$ cat src/rtl/hfa_ram.sv
// hfa_ram: generic single-write, single-read RAM with registered read data.
// No package dependency.
`default_nettype none

module hfa_ram #(
  parameter int unsigned WIDTH = 16,
  parameter int unsigned DEPTH = 16,
  localparam int unsigned AddrW = (DEPTH > 1) ? $clog2(DEPTH) : 1
) (
  input  wire logic             clk_i,
  input  wire logic             we_i,
  input  wire logic [AddrW-1:0] waddr_i,
  input  wire logic [WIDTH-1:0] wdata_i,
  input  wire logic [AddrW-1:0] raddr_i,
  output logic      [WIDTH-1:0] rdata_o
);

  logic [WIDTH-1:0] mem_q [DEPTH];
  logic [WIDTH-1:0] rdata_q;

  // Write port
  always_ff @(posedge clk_i) begin
    if (we_i) begin
      mem_q[waddr_i] <= wdata_i;
    end
  end

  // Registered read port
  always_ff @(posedge clk_i) begin
    rdata_q <= mem_q[raddr_i];
  end

  assign rdata_o = rdata_q;

endmodule

`default_nettype wire

$ cat config.mk
export PLATFORM = sky130hd
export DESIGN_NAME = hfa_ram
export DESIGN_NICKNAME = d
export VERILOG_FILES = /design/src/rtl/hfa_ram.sv
export SDC_FILE = /design/constraint.sdc
export NUM_CORES = 1
export LEC_CHECK = 0
export ABC_CLOCK_PERIOD_IN_PS = 3980
export BUFFER_PORTS_ARGS = -buffer_cell sky130_fd_sc_hd__buf_2
export CORE_AREA = 5 5 142 157
export CTS_BUF_LIST = sky130_fd_sc_hd__clkbuf_8
export DETAILED_ROUTE_END_ITERATION = 6
export DIE_AREA = 0 0 147 162
export GPL_ROUTABILITY_DRIVEN = 0
export PLACE_DENSITY = 0.73
export RECOVER_POWER = 50
export SLEW_MARGIN = 10
export SYNTH_ARGS = -nofsm -noshare
export SYNTH_HDL_FRONTEND = slang
export SYNTH_SLANG_ARGS = --single-unit
$ cat constraint.sdc
create_clock -name clk_i -period 3.98 [get_ports clk_i]
set_input_delay 0.796 -clock clk_i [delete_from_list [all_inputs] [get_ports clk_i]]
set_output_delay 0.796 -clock clk_i [all_outputs]
set_load 0.01 [all_outputs]
Word-level counts from Yosys, hierarchy flattened
Memories as Yosys holds them, arrays and structs flattened. A register that Yosys moved wholly into a read port is not among the register bits. Cells that the tools add are included.

Muxes and demuxes: 2.

Operators with widths (count): 1-bit two-way mux (2).

Memories: 1. Output and inout port bits: 16. Bits of input ports: 26. Word-level logic and storage cells: 3. Flip-flop bits (word level): 0. Memory bits (writable): 256.

Memories: mem_q (depth 16, width 16, rd ports 1, clocked after Yosys merged registers in 1, write ports 1, line 18) `logic [WIDTH-1:0] mem_q [DEPTH];`.

Logic depth before layout (Yosys ltp)
Word-level depth: 2. Depth in mapped cells: 5.

Worst setup path before layout
No wires, ideal clock.

Path type: input to register. Start: input port waddr_i[2]. End: memory mem_q[0][0] (enable). Arrival time: 2.442 ns. Setup slack: 1.129 ns. Stages: 2. Buffers on the path: 0. Path through: or3b_2 -> nor3_1.

RTL lines: from (decl) (line 12) `input wire logic [AddrW-1:0] waddr_i,`; to (decl) (line 18).

No word-level cell before the write port.

Final worst setup path
Start: input port waddr_i[2]. End: memory mem_q[15][2] (enable).

No word-level cell before the write port.

==> impl_metrics.tcl <==
set metrics [dict create \
    antenna_left 0 \
    clockPowerShare_pct 38.3 \
    fin_setup_tns_ns 0 \
    syn_area_per_cell_um2 23.25 \
    cts_buffers 41 \
    min_path_type "reg -> reg" \
    final_common_cell "edfxtp_1" \
    hold_buffers 0 \
    worstMarginPinSlew_ns 1.531 \
    die_w_um 147 \
    antenna_cells 0 \
    failed_checks "max-capacitance violations, max-slew violations" \
    final_util_pct 55.81 \
    ys_seq_elements 272 \
    fmax_mhz 436.1 \
    fin_ws_ns 1.687 \
    switchingPower_mw 1.189 \
    netlist_area_mm2 0.01004 \
    ys_async_sr_fraction_pct 0 \
    clk_pin_slew_ns 0.06 \
    fillers 1456 \
    hold_violations 0 \
    insertion_delay_ns 0.53 \
    swShare_pct 20.98 \
    rsz0062_at_grt "no" \
    routedWlPerCell_um 25.29 \
    synth_cell_types 19 \
    pre_cts_ws_ns 1.137 \
    antenna_found_initial 0 \
    p_comb_share_pct 4.9 \
    wl_um 20210 \
    vias 4689 \
    cts_setup_buffers 0 \
    grt-ovfl-total 0 \
    status "complete, but fails checks" \
    grt_pass1_vias 4997 \
    worst-path-max-fanout 16 \
    start_util_pct 49.14 \
    netlist_instances 432 \
    synth_ff_type "edfxtp_1" \
    pwr-share-seq_pct 56.8 \
    synth_seq_area_share_pct 79.73 \
    whs_ns 0.6793 \
    finalCritPeriodShare_pct 57.61 \
    critPathKind "in -> reg" \
    leakage_nw 3.733 \
    syn_nets 458 \
    power_density_mw_per_mm2 497.0 \
    syn2layout_area_growth_pct 13.58 \
    skew_ns 0.009700 \
    cts-resized-gates 0 \
    placementRows 55 \
    htreeDepth 2 \
    die_height_um 162 \
    power_mw 5.669 \
    setup_violations 0 \
    cts_tree "done" \
    internal_power_mw 4.480 \
    slew_headroom_pct -2.068 \
    clock_path_buffers 3 \
    dieArea_mm2 0.02381 \
    ios 42 \
    root_buffer "clkbuf_8" \
    min_period_ns 2.293 \
    clock-sinks 272 \
    final_nets 538 \
    grt_max_degree 37 \
    viasPerCell 5.869 \
    remaining_drc_errors 0 \
    drt_iter0_drc 352 \
    drt-pass1-iter-count 4 \
    mostFrequentLayoutCells "256 x edfxtp_1, 54 x mux4_2, 48 x clkbuf_8" \
    ys_warn_count 0 \
    worst_ep_arrival_time_ns 2.42 \
    cp-start-kind "input pin" \
    cap_viol_max_count 1 \
    grt_pass1_wl_um 30570 \
    synth-edff-count 256 \
    hpwl_um 11210 \
    irDropWorstVdd_mv 0.2049 \
    required_ns 4.11 \
    grt_usage_pct 17.52 \
    port_buffers 41 \
    slew_violations 17 \
    core_mm2 0.02044 \
    endpoint_kind "register" \
    layout-drive-gt1-share_pct 30.02 \
]
[cell usage after synthesis, types with 2 or more instances]
cell type  number  area, um^2
edfxtp_1      256        7687
mux4_2         54        1216
a22oi_1        32       240.2
nand2_1        17       63.81
dfxtp_1        16       320.3
nor2_1         13       48.80
mux4_1         10       262.8
clkbuf_1        8       30.03
buf_6           4       45.04
nor3_1          4       20.02
buf_1           3       11.26
buf_2           3       15.01
buf_4           3       22.52
nand2b_1        2       12.51
nand3b_1        2       15.01
nor2b_1         2       12.51
[stage by stage]
stage | instance area, um^2 | std cells
floorplan | 10040 | 432
global placement | 10650 | 725
detailed placement | 10650 | 725
CTS | 11440 | 799
global route | 11410 | 799
finish | 11410 | 799
[per-layer routing]
metal  vias up  GRT usage, %  routed length (um)
li1       2007             -                   -
met1      2445         23.72                8084
met2       194         27.96                9809
met3        43         4.771                1843
met4         0         5.932                 471
met5         -             0                   0
[sequential cells by signal, indices dropped and copies added, names as in the netlist]
signal   cells
rdata_o     16
mem_q      256
[layout make-up]
cell class	count	area [um^2]	area share (%)
tap	256	320.3	2.808
clock buffer	48	660.6	5.791
timing repair buffer	58	327.8	2.874
sequential	272	8008	70.20
clock inverter	26	133.9	1.174
multi-input combinational	139	1957	17.15
[power groups by stage]
stage	logic [mW]	registers (mW)	clock network, mW
2_1_floorplan	0.156	3.29	0
3_3_place_gp	0.277	3.28	0
3_5_place_dp	0.286	3.28	0
4_1_cts	0.287	3.22	2.21
5_1_grt	0.302	3.23	2.36
6_report	0.278	3.22	2.17
[cells by family after synthesis]
kind of cell	after synthesis	synth area share, %
buffers and inverters	21	1.233
flip-flops	272	79.73
AND/OR/NAND/NOR	43	1.918
multiplexers	64	14.73
AO/OA/AOI/OAI	32	2.392
[critical path, stage by stage]
cell and delay [ns]:
clkbuf_1 0.15, nand3_1 0.22, nor2_2 0.13, clkbuf_1 1.12
[path summary, 6_finish.rpt]
kind | startpoint | cells after the start | slack [ns] | to
setup / recovery | waddr_i[2] | 4 | 1.69 | mem_q[15][2]
hold / removal | mem_q[7][0] | 3 | 0.68 | rdata_o[0]
setup reg to reg | mem_q[1][10] | 3 | 2.63 | rdata_o[10]
hold reg to reg | mem_q[7][0] | 3 | 0.68 | rdata_o[0]
No activity file was read; power rests on OpenSTA's default activity.
